**config.mk**
```make
export PLATFORM = sky130hd
export DESIGN_NAME = kfs_fifo
export DESIGN_NICKNAME = d
export VERILOG_FILES = /design/src/rtl/keyframe_track_sampler_macros.svh /design/src/rtl/kfs_pkg.sv /design/src/rtl/kfs_fifo.sv
export SDC_FILE = /design/constraint.sdc
export NUM_CORES = 1
export LEC_CHECK = 0
export ABC_AREA = 1
export BUFFER_PORTS_ARGS = -buffer_cell sky130_fd_sc_hd__buf_4
export CORE_MARGIN = 2
export CORE_UTILIZATION = 53
export CTS_CLUSTER_DIAMETER = 200
export CTS_CLUSTER_SIZE = 12
export DETAILED_ROUTE_END_ITERATION = 10
export MAX_ROUTING_LAYER = met4
export PLACE_DENSITY = 0.91
export REMOVE_ABC_BUFFERS = 1
export SETUP_SLACK_MARGIN = 0.15
export SYNTH_ARGS = -nofsm -noshare
export SYNTH_HDL_FRONTEND = slang
export SYNTH_SLANG_ARGS = --single-unit
```
**constraint.sdc**
```tcl
create_clock -name clk_i -period 13 [get_ports clk_i]
set_clock_uncertainty 0.15 [all_clocks]
set_input_delay 1.3 -clock clk_i [delete_from_list [all_inputs] [get_ports clk_i]]
set_output_delay 1.3 -clock clk_i [all_outputs]
set_load 0.02 [all_outputs]
```
**src/rtl/keyframe_track_sampler_macros.svh**
```systemverilog
// ----------------------------------------------------------------------------
// Keyframe track sampler assertion macros
// Shared property shorthands clocked on clk_i and disabled in reset.
// ----------------------------------------------------------------------------
`ifndef KEYFRAME_TRACK_SAMPLER_MACROS_SVH
`define KEYFRAME_TRACK_SAMPLER_MACROS_SVH

// same-cycle implication
`define KFS_ASSERT_IMPL(lbl, ante, cons, msg) \
  lbl: assert property (@(posedge clk_i) disable iff (!rst_ni) (ante) |-> (cons)) \
    else $error(msg);

// next-cycle implication
`define KFS_ASSERT_NEXT(lbl, ante, cons, msg) \
  lbl: assert property (@(posedge clk_i) disable iff (!rst_ni) (ante) |=> (cons)) \
    else $error(msg);

`endif

```
**src/rtl/kfs_pkg.sv**
```systemverilog
// ----------------------------------------------------------------------------
// Keyframe track sampler package
// Sizes, command type and control codes shared by the sampler modules.
// ----------------------------------------------------------------------------
package kfs_pkg;

  localparam int MaxKeys    = 16;
  localparam int Components = 4;
  localparam int IdxW       = (MaxKeys > 1) ? $clog2(MaxKeys) : 1;
  localparam int CntW       = $clog2(MaxKeys + 1);
  localparam int CompW      = $clog2(Components);
  localparam int SpanMin    = 7;
  localparam int OneQ16     = 65536;
  localparam int DivSteps   = 48;
  localparam int StepW      = $clog2(DivSteps);
  localparam int FifoDepth  = 2;
  localparam int FifoPtrW   = $clog2(FifoDepth);
  localparam int FifoCntW   = $clog2(FifoDepth + 1);

  typedef enum logic {
    KIND_WRITE  = 1'b0,
    KIND_SAMPLE = 1'b1
  } kind_e;

  typedef struct packed {
    logic                        sample;
    logic                        wr_ok;
    logic [IdxW-1:0]             idx;
    logic [31:0]                 key_time;
    logic [Components-1:0][31:0] vals;
    logic [31:0]                 query;
    logic [CntW-1:0]             n;
  } cmd_t;

  typedef struct packed {
    logic full;
    logic empty;
  } fifo_stat_t;

  typedef enum logic [3:0] {
    ST_IDLE,
    ST_SCAN,
    ST_RD_ONE,
    ST_CAP_ONE,
    ST_RD_LO,
    ST_RD_HI,
    ST_CAP_HI,
    ST_DIV,
    ST_FAC,
    ST_MUL,
    ST_ADD,
    ST_DONE
  } back_state_e;

endpackage

```
**src/rtl/kfs_fifo.sv**
```systemverilog
// ----------------------------------------------------------------------------
// Keyframe track sampler command queue
// Short queue that decouples the front end from the back end.
// ----------------------------------------------------------------------------
module kfs_fifo import kfs_pkg::*; (
  input  logic       clk_i,
  input  logic       rst_ni,
  input  logic       push_i,
  input  cmd_t       push_data_i,
  input  logic       pop_i,
  output cmd_t       pop_data_o,
  output fifo_stat_t stat_o
);

  cmd_t                entry_q [FifoDepth];
  logic [FifoPtrW-1:0] wp_q, rp_q;
  logic [FifoCntW-1:0] cnt_q;

  assign stat_o.full  = (int'(cnt_q) == FifoDepth);
  assign stat_o.empty = (cnt_q == '0);
  assign pop_data_o   = entry_q[rp_q];

  always_ff @(posedge clk_i or negedge rst_ni) begin
    if (!rst_ni) begin
      wp_q  <= '0;
      rp_q  <= '0;
      cnt_q <= '0;
    end else begin
      if (push_i) begin
        wp_q <= (int'(wp_q) == FifoDepth - 1) ? '0 : wp_q + 1'b1;
      end
      if (pop_i) begin
        rp_q <= (int'(rp_q) == FifoDepth - 1) ? '0 : rp_q + 1'b1;
      end
      if (push_i && !pop_i) begin
        cnt_q <= cnt_q + 1'b1;
      end else if (pop_i && !push_i) begin
        cnt_q <= cnt_q - 1'b1;
      end
    end
  end

  always_ff @(posedge clk_i) begin
    if (push_i) begin
      entry_q[wp_q] <= push_data_i;
    end
  end

endmodule

```
==> key figures <==
GRT
  • Total GRT Usage: a little over a fifth
  • Vias in the first global route: 8365
  • Initial antenna violation count: 0
  • Largest net degree at the start of global routing: 140
  • Grt ovf: 0
  • First-pass GRT wire length: 47.87 mm

Layout
  • Final net count: 1302
  • Final Cell Area: about 20000 um2
  • # diodes: 0
  • Layout cells sized above 1: about 60%
  • Area growth syn-to-layout: 28.78%

Yosys
  • Syn avg cell area: 23.62 um2
  • Post-Synth Simple-Gate Area: less than 1%
  • Ranking of synthesized cells by area: edfxtp_1, mux2_4, mux2_2
  • Yosys reg bits: 410
  • Synth top area share: just under 80%
  • Largest family of logic cells by synthesized area: multiplexers
  • Synthesized-area fraction occupied by adder cells: 0.08063%
  • Register area share after synthesis: 79.21%
  • Cell count after synthesis: 657
  • Synthesized area: roughly 16000 um2
  • Synth cell types: 14
  • Post-synthesis compound-gate area fraction: 0%
  • Cell taking the most area after synthesis: edfxtp_1
  • Post-synthesis mux area share: about a fifth
  • Yosys warning total: 0
  • Synth Area in XOR/XNOR: less than 1%

Setup path
  • Data arrival, critical path: between 3000 and 4000 ps
  • R2R setup slack: between 9000 and 10000 ps
  • Critical Path Sink Type: output pin
  • Crit path kind: register to output pin
  • Startpoint Class: register
  • Largest fanout on the critical path: 66
  • Required time worst endpoint: 11550 ps

STA
  • Hold_ws: approximately 370 ps
  • Slew HR: 27.82%
  • Final worst path period share: 40.04%
  • Fin Setup TNS: 0 ps
  • Fmax: between 150 and 200 MHz
  • Final Max Slew Viols: 0
  • Setup violations, final: 0
  • Final min period: between 5000 and 6000 ps
  • RSZ-0062 raised after global routing: false
  • Final hold violations: 0
  • Slew @ Worst Pin: approximately 1100 ps

Floorplanning
  • Row Count: just over 60
  • Die area: 30670 um2
  • Die Ht: about 180 um
  • Chip width: 175.1 um
  • Initial Utilization: approximately 54%
  • IO Pins: roughly 400
  • Core area: between 20000 and 30000 um2

Routing
  • DRC viols: 0
  • Average wire per standard cell: around 22 um
  • Vias/cell: ~5.2
  • Via count: roughly 7800
  • Detail Route Antenna Nets: 0
  • First-pass DRT Iterations: 7
  • DRC violation total after the first TritonRoute iteration: ~550
  • Routed wire length: 32.56 mm

Place
  • Port bufs: around 400
  • Post-DP HPWL: ~22 mm
  • Placed cell area: 18920 um2
  • Gp weighted congestion: roughly 0.8

Worst hold path
  • Hold Crit Class: register to register

Pwr
  • Pleak: between 7 and 8 nW
  • Worst IR Drop VDD: 0.1728 mV
  • Pwr Density: 226.4 nW/um2

CTS
  • CTS hold repair buffers: 0
  • TritonCTS clock tree: yes
  • Cts repair resizes: 0
  • Clock Pin Slew Worst Setup and Hold Paths: roughly 60 ps
  • Clk buf depth: 3
  • Worst-skew pair later-pin latency: roughly 520 ps
  • Postcts setup bufs: 0
  • Clk Tree Root Cell: clkbuf_16
  • # H-tree levels: 2
  • Clock buffer count from CTS: 40
  • TritonCTS sink count: 410

Job
  • Max_cap viols: 0

Outcome
  • Status: finished clean
[registers in the layout, indices dropped and copies added, names as in the netlist]
signal,flops
entry_q,406
cnt_q,2
wp_q,1
rp_q,1
[kinds of logic after synthesis]
family | after synthesis
xor gates and xnor gates | 3
adders and majority gates | 1
buffers and inverters | 30
DFF | 410
muxes | 203
and+or+nand+nor | 10
[placed cells by master (no fill, tap or decap)]
master / Yosys / layout
nor2_4: 0 / 1
mux2_2: 43 / 43
clkbuf_1: 0 / 7
dfrtp_4: 0 / 1
xor2_1: 2 / 2
buf_4: 0 / 418
xnor2_1: 1 / 1
nand3_1: 1 / 1
edfxtp_1: 406 / 406
nand2_1: 5 / 5
nor2_1: 3 / 2
inv_1: 7 / 6
clkbuf_16: 0 / 41
dfrtp_1: 4 / 3
ha_1: 1 / 1
inv_8: 0 / 2
mux2_4: 160 / 160
nand4_1: 1 / 1
[path summary, 6_finish.rpt]
check,start,end,cells after the start
max reg2reg,wp_q,entry_q[0][172],3
min,cnt_q[1],cnt_q[1],2
min in group asynchronous,rst_ni,wp_q,1
min reg2reg,cnt_q[1],cnt_q[1],2
max,rp_q,pop_data_o[67],4
max in group asynchronous,rst_ni,rp_q,1
[synthesized netlist by cell type]
| cell | count |
|---|---|
| nand3_1 | 1 |
| buf_6 | 19 |
| xnor2_1 | 1 |
| nand4_1 | 1 |
| edfxtp_1 | 406 |
| buf_2 | 4 |
| nor2_1 | 3 |
| mux2_4 | 160 |
| inv_1 | 7 |
| dfrtp_1 | 4 |
| xor2_1 | 2 |
| nand2_1 | 5 |
| mux2_2 | 43 |
| ha_1 | 1 |
[final cells by class]
class / count / area (um2)
flip-flops and latches: 410 / 12300
fillers: 1712 / 8795
repair buffers: 418 / 3138
multi-input cells: 217 / 2974
clock buffers: 48 / 1052
well taps: 384 / 480.5
inverters: 7 / 33.78
clock inverters: 1 / 11.26
[report_power, final]
part / total (mW) / switching, mW / leakage [nW] / internal, mW
Sequential: 1.85 / 0.0914 / 3.86 / 1.76
Combinational: 1.68 / 0.872 / 3.57 / 0.805
Clock: 0.997 / 0.433 / 0.520 / 0.563
[layer usage]
layer | wire, um | vias to the layer above | GRT usage, %
met5 | 0 | - | -
met1 | 11710 | 3873 | 23.56
met2 | 17010 | 377 | 36.45
met3 | 2601 | 80 | 6.767
met4 | 1236 | 0 | 7.778
li1 | - | 3458 | -
[stage by stage]
step / instances / setup slack, ps / power [mW] / utilization, %
CTS: 1485 / 7804 / 4.564 / 69.44
global placement: 1436 / 8479 / 3.515 / 65.75
detailed placement: 1436 / 8377 / 3.565 / 65.75
floorplan: 634 / 2252 / 3.212 / -
finish: 1485 / 7795 / 4.525 / 69.44
global route: 1485 / 7627 / 4.698 / 69.44
[worst max-delay path, stage by stage, from the launching register on]
cell	delay [ps]
dfrtp_4	750
buf_4	870
buf_4	900
mux2_4	360
buf_4	160
No activity file was read; power rests on OpenSTA's default activity.
