### src/rtl/keyframe_track_sampler_macros.svh
// ----------------------------------------------------------------------------
// Keyframe track sampler assertion macros
// Shared property shorthands clocked on clk_i and disabled in reset.
// ----------------------------------------------------------------------------
`ifndef KEYFRAME_TRACK_SAMPLER_MACROS_SVH
`define KEYFRAME_TRACK_SAMPLER_MACROS_SVH

// same-cycle implication
`define KFS_ASSERT_IMPL(lbl, ante, cons, msg) \
  lbl: assert property (@(posedge clk_i) disable iff (!rst_ni) (ante) |-> (cons)) \
    else $error(msg);

// next-cycle implication
`define KFS_ASSERT_NEXT(lbl, ante, cons, msg) \
  lbl: assert property (@(posedge clk_i) disable iff (!rst_ni) (ante) |=> (cons)) \
    else $error(msg);

`endif

### src/rtl/kfs_pkg.sv
// ----------------------------------------------------------------------------
// Keyframe track sampler package
// Sizes, command type and control codes shared by the sampler modules.
// ----------------------------------------------------------------------------
package kfs_pkg;

  localparam int MaxKeys    = 16;
  localparam int Components = 4;
  localparam int IdxW       = (MaxKeys > 1) ? $clog2(MaxKeys) : 1;
  localparam int CntW       = $clog2(MaxKeys + 1);
  localparam int CompW      = $clog2(Components);
  localparam int SpanMin    = 7;
  localparam int OneQ16     = 65536;
  localparam int DivSteps   = 48;
  localparam int StepW      = $clog2(DivSteps);
  localparam int FifoDepth  = 2;
  localparam int FifoPtrW   = $clog2(FifoDepth);
  localparam int FifoCntW   = $clog2(FifoDepth + 1);

  typedef enum logic {
    KIND_WRITE  = 1'b0,
    KIND_SAMPLE = 1'b1
  } kind_e;

  typedef struct packed {
    logic                        sample;
    logic                        wr_ok;
    logic [IdxW-1:0]             idx;
    logic [31:0]                 key_time;
    logic [Components-1:0][31:0] vals;
    logic [31:0]                 query;
    logic [CntW-1:0]             n;
  } cmd_t;

  typedef struct packed {
    logic full;
    logic empty;
  } fifo_stat_t;

  typedef enum logic [3:0] {
    ST_IDLE,
    ST_SCAN,
    ST_RD_ONE,
    ST_CAP_ONE,
    ST_RD_LO,
    ST_RD_HI,
    ST_CAP_HI,
    ST_DIV,
    ST_FAC,
    ST_MUL,
    ST_ADD,
    ST_DONE
  } back_state_e;

endpackage

### src/rtl/kfs_if.sv
// ----------------------------------------------------------------------------
// Keyframe track sampler channels
// Valid/ready input and result channels with their payload.
// ----------------------------------------------------------------------------
interface kfs_in_if;
  logic               valid;
  logic               ready;
  logic               kind;
  logic [3:0]         key_index;
  logic signed [31:0] key_time;
  logic signed [31:0] value_x;
  logic signed [31:0] value_y;
  logic signed [31:0] value_z;
  logic signed [31:0] value_w;
  logic signed [31:0] query_time;

  modport source (output valid, kind, key_index, key_time, value_x, value_y, value_z,
                  value_w, query_time, input ready);
  modport sink   (input valid, kind, key_index, key_time, value_x, value_y, value_z,
                  value_w, query_time, output ready);
endinterface


### src/rtl/kfs_front.sv
// ----------------------------------------------------------------------------
// Keyframe track sampler front end
// Accepts transactions, classifies them into commands and pushes the queue.
// ----------------------------------------------------------------------------
module kfs_front import kfs_pkg::*; (
  input  logic       clk_i,
  input  logic       rst_ni,
  kfs_in_if.sink     in_i,
  input  logic [4:0] key_count_i,
  input  fifo_stat_t fifo_stat_i,
  output logic       push_o,
  output cmd_t       cmd_o
);

  logic vld_q, vld_d;
  cmd_t cmd_q, cmd_d;
  logic accept;
  logic [3:0][31:0] src;

  assign push_o     = vld_q && !fifo_stat_i.full;
  assign in_i.ready = !vld_q || push_o;
  assign accept     = in_i.valid && in_i.ready;
  assign cmd_o      = cmd_q;
  assign src        = {in_i.value_w, in_i.value_z, in_i.value_y, in_i.value_x};

  always_comb begin
    cmd_d          = cmd_q;
    cmd_d.sample   = (in_i.kind == KIND_SAMPLE);
    cmd_d.wr_ok    = (int'(in_i.key_index) < MaxKeys);
    cmd_d.idx      = IdxW'(in_i.key_index);
    cmd_d.key_time = in_i.key_time;
    for (int c = 0; c < Components; c++) begin
      cmd_d.vals[c] = src[c];
    end
    cmd_d.query    = in_i.query_time;
    cmd_d.n        = (int'(key_count_i) > MaxKeys) ? CntW'(MaxKeys) : CntW'(key_count_i);
    vld_d          = accept ? 1'b1 : (push_o ? 1'b0 : vld_q);
  end

  always_ff @(posedge clk_i or negedge rst_ni) begin
    if (!rst_ni) begin
      vld_q <= 1'b0;
    end else begin
      vld_q <= vld_d;
    end
  end

  always_ff @(posedge clk_i) begin
    if (accept) begin
      cmd_q <= cmd_d;
    end
  end

endmodule

### src/flat_wrapper.sv
// flat-port wrapper written by rule: the top's interface ports become plain ports
module kfs_front_flat import kfs_pkg::*;
  (clk_i, rst_ni, key_count_i, fifo_stat_i, push_o, cmd_o, in_i_valid, in_i_kind, in_i_key_index, in_i_key_time, in_i_value_x, in_i_value_y, in_i_value_z, in_i_value_w, in_i_query_time, in_i_ready);
  kfs_in_if in_i_i ();
  input  logic clk_i;
  input  logic rst_ni;
  input  logic [4:0] key_count_i;
  input  fifo_stat_t fifo_stat_i;
  output logic push_o;
  output cmd_t cmd_o;
  input wire logic [$bits(in_i_i.valid)-1:0] in_i_valid;
  input wire logic [$bits(in_i_i.kind)-1:0] in_i_kind;
  input wire logic [$bits(in_i_i.key_index)-1:0] in_i_key_index;
  input wire logic [$bits(in_i_i.key_time)-1:0] in_i_key_time;
  input wire logic [$bits(in_i_i.value_x)-1:0] in_i_value_x;
  input wire logic [$bits(in_i_i.value_y)-1:0] in_i_value_y;
  input wire logic [$bits(in_i_i.value_z)-1:0] in_i_value_z;
  input wire logic [$bits(in_i_i.value_w)-1:0] in_i_value_w;
  input wire logic [$bits(in_i_i.query_time)-1:0] in_i_query_time;
  output wire logic [$bits(in_i_i.ready)-1:0] in_i_ready;
  assign in_i_i.valid = in_i_valid;
  assign in_i_i.kind = in_i_kind;
  assign in_i_i.key_index = in_i_key_index;
  assign in_i_i.key_time = in_i_key_time;
  assign in_i_i.value_x = in_i_value_x;
  assign in_i_i.value_y = in_i_value_y;
  assign in_i_i.value_z = in_i_value_z;
  assign in_i_i.value_w = in_i_value_w;
  assign in_i_i.query_time = in_i_query_time;
  assign in_i_ready = in_i_i.ready;
  kfs_front u_core (.clk_i(clk_i), .rst_ni(rst_ni), .in_i(in_i_i), .key_count_i(key_count_i), .fifo_stat_i(fifo_stat_i), .push_o(push_o), .cmd_o(cmd_o));
endmodule
### config.mk
export PLATFORM = sky130hd
export DESIGN_NAME = kfs_front_flat
export DESIGN_NICKNAME = d
export VERILOG_FILES = /design/src/rtl/keyframe_track_sampler_macros.svh /design/src/rtl/kfs_pkg.sv /design/src/rtl/kfs_if.sv /design/src/rtl/kfs_front.sv /design/src/flat_wrapper.sv
export SDC_FILE = /design/constraint.sdc
export NUM_CORES = 1
export LEC_CHECK = 0
export BUFFER_PORTS_ARGS = -buffer_cell sky130_fd_sc_hd__clkbuf_2
export CAP_MARGIN = 20
export CORE_AREA = 2 2 162 164
export CTS_CLUSTER_DIAMETER = 30
export DETAILED_ROUTE_END_ITERATION = 8
export DIE_AREA = 0 0 164 166
export HOLD_SLACK_MARGIN = 0.05
export PLACE_DENSITY_LB_ADDON = 0.1
export SETUP_SLACK_MARGIN = 0.4
export SYNTH_ARGS = -nofsm -noshare
export SYNTH_HDL_FRONTEND = slang
export SYNTH_SLANG_ARGS = --single-unit
### constraint.sdc
create_clock -name clk_i -period 11 [get_ports clk_i]
set_input_delay 1.65 -clock clk_i [delete_from_list [all_inputs] [get_ports clk_i]]
set_output_delay 1.65 -clock clk_i [all_outputs]
set_load 0.05 [all_outputs]
==> PnR_summary.wiki, run 1 <==
{| class="wikitable"
! Metric !! Value
|-
| Run status || completed
|-
| Post-placement setup slack || 7.060 ns
|-
| Minimum period implied by the final worst setup slack || 3.830 ns
|-
| Final worst clock skew || 0.02646 ns
|-
| Sequential share of power || 37.5%
|-
| Fraction of power consumed by the clock network || 52.5%
|-
| Post-CTS setup buffers || 0
|-
| Post-Layout Inst Area || 10,160 um2
|-
| Post-route antenna net violation count || 0
|-
| Leak pwr || 4.403 nW
|-
| Largest net degree at the start of global routing || 83
|-
| Count of final max-slew check failures || 0
|-
| Type of the setup path with the least slack || in -> out
|-
| P_sw || 611.8 uW
|-
| Clk sinks || 203
|-
| TritonCTS clock tree || built
|-
| Switching portion of total power || 25.02%
|-
| GRT overflow || 0
|-
| Drt initial violations || 223
|-
| Most frequent cells after synthesis || 202 x sky130_fd_sc_hd__edfxtp_1, 5 x sky130_fd_sc_hd__nor2b_1
|-
| Combined area of all synthesized cells || 6156 um2
|-
| Core Region || 25,620 um2
|-
| Portion of the post-synthesis area used by sequential elements || 98.94%
|-
| FFs w/ async S/R, synth || 0.4926%
|-
| Vias in the first global route || 4,376
|-
| Final Wtd Congestion || 0.7407
|-
| Layout area overhead || 65.00%
|-
| Global-route wire length before repair || 24,870 um
|-
| Worst path setup slack after routing || 7.170 ns
|-
| Die area || 27,220 um2
|-
| Number of maximum-capacitance constraint violations || 0
|-
| Number of nets at the end of the flow || 880
|-
| Comb pwr share || 9.9%
|-
| Critical hold path startpoint || u_core.vld_q$_DFFE_PN0P_
|-
| Later-pin clock latency in the skew report || 0.52 ns
|-
| Tightest slew margin relative to the limit || 30.41%
|-
| Setup Total Neg Slack || 0 ns
|-
| Initial Util || 24.03%
|-
| Initial antenna violation count || 0
|-
| Complex-gate fraction of the synthesized area || 0.2439%
|-
| Fillers || 2,416
|-
| Crit. End Element || primary output
|-
| Hold violation count in the final report || 0
|-
| Fraction of final layout cells sized beyond drive strength 1 || 69.15%
|-
| Tcrit/Tclk final || 34.82%
|-
| Share of cell area taken by muxes after synthesis || 0%
|-
| Average wire per standard cell || 16.68 um
|-
| Largest cells by area after synthesis || sky130_fd_sc_hd__edfxtp_1 99%, sky130_fd_sc_hd__nor2b_1 0.51%, sky130_fd_sc_hd__dfrtp_1 0.41%
|-
| Tot Pwr || 2.445 mW
|-
| DR vias || 3,942
|-
| Synth Register Bits || 203
|-
| Clock tree root buffer cell || sky130_fd_sc_hd__clkbuf_16
|-
| Number of gates given a new drive strength after cts || 0
|-
| Dominant combinational cell family by area after synthesis || simple AND/OR/NAND/NOR gates
|-
| Path class of the lowest-slack min-delay path || reg -> reg
|-
| Post-synth cell types || 9
|-
| Startpoint Class || primary input
|-
| Max IR drop VDD || 127.4 uV
|-
| Yosys warnings || 0
|-
| Final wirelength || 17,440 um
|-
| Parity-gate share of the synthesized area counting xor and xnor cells || 0%
|-
| Number of antenna cells inserted || 0
|-
| Num CTS Buffers || 47
|-
| Instance area after placement || 8645 um2
|-
| Pre-Repair DR Iteration Count || 6
|-
| Number of instances in the synthesized netlist || 214
|-
| Average via count per standard cell || 3.772
|-
| Internal portion of total power || 1.834 mW
|-
| CTS H-tree depth || 2
|-
| Startpoint of the most critical register-to-register path || u_core.vld_q$_DFFE_PN0P_
|-
| Total of endpoints with negative setup slack in the final report || 0
|-
| Worst path required time || 9.35 ns
|-
| Number of synthesized flops with an enable pin || 202
|-
| Main synth FF type || sky130_fd_sc_hd__edfxtp_1
|-
| Row cnt || 59
|-
| Boundary pin count || 412
|-
| Post-layout util || 39.65%
|-
| Startpoint of the most critical setup path || fifo_stat_i[1]
|-
| # DRC || 0
|-
| Number of cells after detailed placement || 959
|-
| Vert. Die Dim || 166 um
|-
| Syn Nets || 421
|-
| Power density over the cells || 240.8 nW/um2
|-
| Hold bufs inserted after CTS || 0
|-
| Synth area leader || sky130_fd_sc_hd__edfxtp_1
|-
| Number of standard cells in the layout, taps in and fillers out || 1,045
|-
| Crit path arrival time || 2.18 ns
|-
| Clk pin slew, worst setup/hold paths || 0.05 ns
|-
| Top cell type's share of synthesized area || 98.54%
|-
| Adder-cell share of the synthesized area || 0%
|-
| Global-route usage over all layers || 12.30%
|-
| Highest clock rate || 261.1 MHz
|-
| Leading cell type by number of instances after synthesis || sky130_fd_sc_hd__edfxtp_1
|-
| HPWL Detailed || 13,290 um
|-
| Average instance area after synthesis || 28.77 um2
|-
| Port Buffers || 409
|-
| Min Hold Slack || 0.5825 ns
|-
| RSZ-0062 raised after global routing || false
|-
| Die span in x || 164 um
|-
| Max Root-Sink Buffers || 3
|-
| Area share of and/or/nand/nor cells after synthesis || 0.5691%
|-
| Worst-path fanout max || 4
|-
| Slew at the pin closest to its max-slew limit || 1.044 ns
|}
[path summary, 6_finish.rpt]
check                                         endpoint  slack (ns)  depth (start not counted)
min                           u_core.vld_q$_DFFE_PN0P_        0.58                          1
max reg2reg                u_core.cmd_o[106]$_DFFE_PP_        8.43                          3
min reg2reg                   u_core.vld_q$_DFFE_PN0P_        0.58                          1
max in group asynchronous     u_core.vld_q$_DFFE_PN0P_       10.02                          1
max                                             push_o        7.17                          3
min in group asynchronous     u_core.vld_q$_DFFE_PN0P_        0.89                          1
[power groups by stage]
stage | Clock, mW | Sequential, mW | Combinational, mW
finish | 1.28 | 0.918 | 0.243
global route | 1.37 | 0.921 | 0.254
CTS | 1.32 | 0.919 | 0.247
detailed placement | 0 | 0.932 | 0.246
global placement | 0 | 0.931 | 0.244
floorplan | 0 | 1.08 | 0.0176
[flip-flops by register name (all words and copies together) (netlist names)]
signal / flops
u_core.cmd_o: 202
u_core.vld_q: 1
[per-layer routing]
layer	share of wire (%)	up-vias	routed length, um	global-route usage (%)
li1	-	1803	-	-
met1	33	1835	5677	11.75
met2	52	269	9040	21.59
met3	13	35	2190	6.294
met4	3.0	0	526	5.950
met5	0	-	0	0
[placed cells by master (no fill, tap or decap)]
cell and instances:
sky130_fd_sc_hd__a21boi_4 1, sky130_fd_sc_hd__a21o_1 1, sky130_fd_sc_hd__buf_4 3, sky130_fd_sc_hd__bufinv_16 3, sky130_fd_sc_hd__clkbuf_1 4, sky130_fd_sc_hd__clkbuf_16 49, sky130_fd_sc_hd__clkbuf_2 409, sky130_fd_sc_hd__clkinv_1 4
sky130_fd_sc_hd__clkinv_2 13, sky130_fd_sc_hd__clkinv_4 1, sky130_fd_sc_hd__clkinvlp_4 10, sky130_fd_sc_hd__conb_1 1, sky130_fd_sc_hd__dfrtp_1 1, sky130_fd_sc_hd__edfxtp_1 202, sky130_fd_sc_hd__inv_6 2, sky130_fd_sc_hd__nand2_1 1
sky130_fd_sc_hd__nor2b_1 5
[cells by family (layout without fill, tap and decap cells)]
group / count (synthesis) / after routing
flip-flops: 203 / 203
AND/OR/NAND/NOR: 6 / 6
AO/OA/AOI/OAI: 2 / 2
buffers and inverters: 2 / 498
other: 1 / 1
[worst max-delay path, stage by stage]
cell	delay, ns
sky130_fd_sc_hd__clkbuf_2	0.12
sky130_fd_sc_hd__nor2b_1	0.12
sky130_fd_sc_hd__clkbuf_2	0.28
[cell type report]
type / instances / area, um2 / area share, %
Clock inverter: 33 / 271.5 / 2.673
Multi-Input combinational cell: 9 / 65.06 / 0.6406
Sequential cell: 203 / 6091 / 59.97
Clock buffer: 53 / 1241 / 12.22
Tap cell: 335 / 419.2 / 4.127
Timing Repair Buffer: 412 / 2069 / 20.37
(Power assumes the default switching activity.)
==> run 2, diff against run 1 <==
--- a/config.mk
+++ b/config.mk
@@ -7,10 +7,10 @@
 export LEC_CHECK = 0
 export BUFFER_PORTS_ARGS = -buffer_cell sky130_fd_sc_hd__clkbuf_2
 export CAP_MARGIN = 20
-export CORE_AREA = 2 2 162 164
+export CORE_AREA = 2 2 159 161
 export CTS_CLUSTER_DIAMETER = 30
 export DETAILED_ROUTE_END_ITERATION = 8
-export DIE_AREA = 0 0 164 166
+export DIE_AREA = 0 0 161 163
 export HOLD_SLACK_MARGIN = 0.05
 export PLACE_DENSITY_LB_ADDON = 0.1
 export SETUP_SLACK_MARGIN = 0.4
==> constraint.sdc (replaced) <==
create_clock -name clk_i -period 3.6 [get_ports clk_i]
set_input_delay 0.54 -clock clk_i [delete_from_list [all_inputs] [get_ports clk_i]]
set_output_delay 0.54 -clock clk_i [all_outputs]
set_load 0.05 [all_outputs]
==> run 2 against run 1 <==
  * Clock power grew to 3.2 times the previous value
  * Sequential share of layout area shrank 0.27 points
  * Critical endpoint unchanged
  * Non-clock buffer count is the same
  * Via count shrank 0.43%
  * Critical path type is now reg -> out
  * Critical path depth shrank 1
  * Total power grew to 3.1 times the previous value
  * First-iteration DRC count shrank 7.2%
  * Die area shrank 3.6%
==> PnR_summary.wiki, run 2 (synthesis results as in run 1) <==
{| class="wikitable"
! Metric !! Value
|-
| Sequential share of power || 36.9% (-0.6 points)
|-
| DR vias || 3,925 (-0.43%)
|-
| Crit path arrival time || 1.36 ns (-0.82 ns)
|-
| Comb pwr share || 9.7% (-0.2 points)
|-
| Die span in x || 161 um (-1.8%)
|-
| Count of cells along the worst register-to-register path || 2 (-1)
|-
| Tcrit/Tclk final || 52.74%
|-
| Average wire per standard cell || 15.85 um (-5.0%)
|-
| TritonCTS clock tree || built
|-
| Largest net degree at the start of global routing || 120 (+45%)
|-
| # DRC || 0 (unchanged)
|-
| Slew at the pin closest to its max-slew limit || 0.6478 ns (-0.3961 ns)
|-
| Max FFs per register || 202 (unchanged)
|-
| Global-route usage over all layers || 12.14% (-0.16 points)
|-
| Post-route antenna net violation count || 0 (unchanged)
|-
| Fraction of power consumed by the clock network || 53.3% (+0.8 points)
|-
| Hold violation count in the final report || 0 (unchanged)
|-
| Switching portion of total power || 24.53% (-0.48 points)
|-
| Vert. Die Dim || 163 um (-1.8%)
|-
| Post-placement setup slack || 1.726 ns (-5.334 ns)
|-
| Num CTS Buffers || 47 (unchanged)
|-
| Post-CTS setup buffers || 0 (unchanged)
|-
| Highest clock rate || 526.7 MHz
|-
| Tightest slew margin relative to the limit || 56.81% (+26 points)
|-
| Tot Pwr || 7.598 mW (+210%)
|-
| Instance area after placement || 8656 um2 (+0.13%)
|-
| Minimum period implied by the final worst setup slack || 1.899 ns
|-
| Die area || 26,240 um2 (-3.6%)
|-
| Count of final max-slew check failures || 0 (unchanged)
|-
| Max Root-Sink Buffers || 3 (unchanged)
|-
| Number of antenna cells inserted || 0 (unchanged)
|-
| Later-pin clock latency in the skew report || 0.52 ns (about the same)
|-
| Port Buffers || 409 (unchanged)
|-
| GRT overflow || 0 (unchanged)
|-
| Most frequent cells in the layout || 409 x sky130_fd_sc_hd__clkbuf_2, 202 x sky130_fd_sc_hd__edfxtp_1, 47 x sky130_fd_sc_hd__clkbuf_16, 8 x sky130_fd_sc_hd__clkinv_2
|-
| Boundary pin count || 412 (unchanged)
|-
| Internal portion of total power || 5.734 mW (+210%)
|-
| Path class of the lowest-slack min-delay path || in -> reg
|-
| Layout area overhead || 65.75%
|-
| Final worst clock skew || 0.007804 ns (-0.01866 ns)
|-
| CTS H-tree depth || 2 (unchanged)
|-
| Register-to-register setup slack || 1.98 ns (-6.45 ns)
|-
| Number of standard cells in the layout, taps in and fillers out || 1,040 (-0.48%)
|-
| Clk sinks || 203 (unchanged)
|-
| Clock tree root buffer cell || sky130_fd_sc_hd__clkbuf_16
|-
| Drt initial violations || 207 (-7.2%)
|-
| Pre-Repair DR Iteration Count || 4 (-2)
|-
| Worst path setup slack after routing || 1.701 ns (-5.469 ns)
|-
| Row cnt || 58 (-1.7%)
|-
| Core Region || 24,670 um2 (-3.7%)
|-
| Average via count per standard cell || 3.774 (about the same)
|-
| Number of maximum-capacitance constraint violations || 0 (unchanged)
|-
| Number of cells after detailed placement || 953 (-0.63%)
|-
| Total of endpoints with negative setup slack in the final report || 0 (unchanged)
|-
| Post-Layout Inst Area || 10,200 um2 (+0.46%)
|-
| Initial Util || 24.95% (+0.92 points)
|-
| Most common library cell in the layout ignoring fill and taps || sky130_fd_sc_hd__clkbuf_2
|-
| Startpoint Class || register
|-
| Startpoint of the most critical register-to-register path || u_core.vld_q$_DFFE_PN0P_
|-
| Worst-path fanout max || 4 (unchanged)
|-
| Vias in the first global route || 4,349 (-0.62%)
|-
| Peak per-stage delay on the critical path || 0.41 ns (+0.13 ns)
|-
| Critical hold path startpoint || in_i_query_time[11]
|-
| Final wirelength || 16,480 um (-5.5%)
|-
| Number of nets at the end of the flow || 880 (unchanged)
|-
| Initial antenna violation count || 0 (unchanged)
|-
| Global-route wire length before repair || 24,160 um (-2.8%)
|-
| RSZ-0062 raised after global routing || false
|-
| Slowest CP cell || sky130_fd_sc_hd__dfrtp_1
|-
| Clk pin slew, worst setup/hold paths || 0.05 ns (about the same)
|-
| P_sw || 1.864 mW (+200%)
|-
| Type of the setup path with the least slack || reg -> out
|-
| Worst path required time || 3.06 ns (-6.29 ns)
|-
| Cell family with most CP delay || flip-flops
|-
| Endpoint of the worst register-to-register path || u_core.cmd_o[4]$_SDFFCE_PN1P_
|-
| HPWL Detailed || 12,160 um (-8.5%)
|-
| Worst path bufs/invs || 1 (-1)
|-
| Crit. End Element || primary output
|-
| Cell count of the worst hold path || 1 (unchanged)
|-
| Max IR drop VDD || 487.3 uV (+280%)
|-
| Final Wtd Congestion || 0.7521 (+1.5%)
|-
| Cell-by-cell trace of the critical path || nor2b_1 > clkbuf_2
|-
| End point of the most critical hold path || u_core.cmd_o[16]$_DFFE_PP_
|-
| Run status || completed
|-
| Power density over the cells || 744.7 nW/um2 (+210%)
|-
| Leak pwr || 4.425 nW (+0.49%)
|-
| Fraction of final layout cells sized beyond drive strength 1 || 68.17% (-0.99 points)
|}
[run 2: worst register-to-register path: cells and delay by family, from the launching register on]
family,cells,cell delay [ns]
flops,1,0.42
compound gates,1,0.23
buf+inv,1,0.49
[run 2: cell type report]
cell class / instances / area, um2
fill: 2334 / 14470
multi-input combinational: 9 / 65.06
tap: 330 / 412.9
timing repair buffer: 412 / 2097
clock inverter: 32 / 335.3
clock buffer: 54 / 1202
sequential: 203 / 6091
[run 2: through the flow]
stage               TNS, ns  hold WS (ns)  util [%]
floorplan           -151.01        0.2444         -
global placement          0        0.3163     35.08
detailed placement        0        0.3153     35.08
CTS                       0        0.1678     41.35
global route              0        0.1660     41.35
finish                    0        0.1951     41.35
[run 2: timing repair]
| item | CTS | global route |
|---|---|---|
| hold endpoints to repair | 1 | 0 |
| endpoints found under the setup margin | 0 | 0 |
| resized for setup | 0 | 0 |
| hold buffers | 1 | 0 |
[run 2: metal layers]
| metal | part of all wire, % | track usage (%) | wire length (um) | vias up |
|---|---|---|---|---|
| met3 | 13 | 6.443 | 2125 | 42 |
| met1 | 32 | 11.53 | 5251 | 1816 |
| li1 | - | - | - | 1801 |
| met5 | 0 | 0 | 0 | - |
| met2 | 52 | 21.36 | 8615 | 266 |
| met4 | 3.0 | 6.169 | 487 | 0 |
[run 2: worst max path at each step]
| stage | from | end | slack [ns] | depth (start not counted) |
|---|---|---|---|---|
| after floorplan | u_core.vld_q$_DFFE_PN0P_ | u_core.cmd_o[0]$_SDFFCE_PN0P_ | -0.75 | 1 |
| after global placement | fifo_stat_i[1] | u_core.cmd_o[170]$_DFFE_PP_ | 1.76 | 3 |
| after detailed placement | fifo_stat_i[1] | u_core.cmd_o[170]$_DFFE_PP_ | 1.73 | 3 |
| after CTS | u_core.vld_q$_DFFE_PN0P_ | push_o | 1.67 | 2 |
| after global routing | u_core.vld_q$_DFFE_PN0P_ | push_o | 1.61 | 2 |
| final | u_core.vld_q$_DFFE_PN0P_ | push_o | 1.70 | 2 |
[run 2: power groups by stage]
stage / clock, mW / sequential, mW / combinational [mW]
CTS: 4.17 / 2.81 / 0.751
floorplan: 0 / 3.29 / 0.0544
detailed placement: 0 / 2.85 / 0.749
finish: 4.05 / 2.80 / 0.740
global placement: 0 / 2.84 / 0.746
global route: 4.29 / 2.81 / 0.775
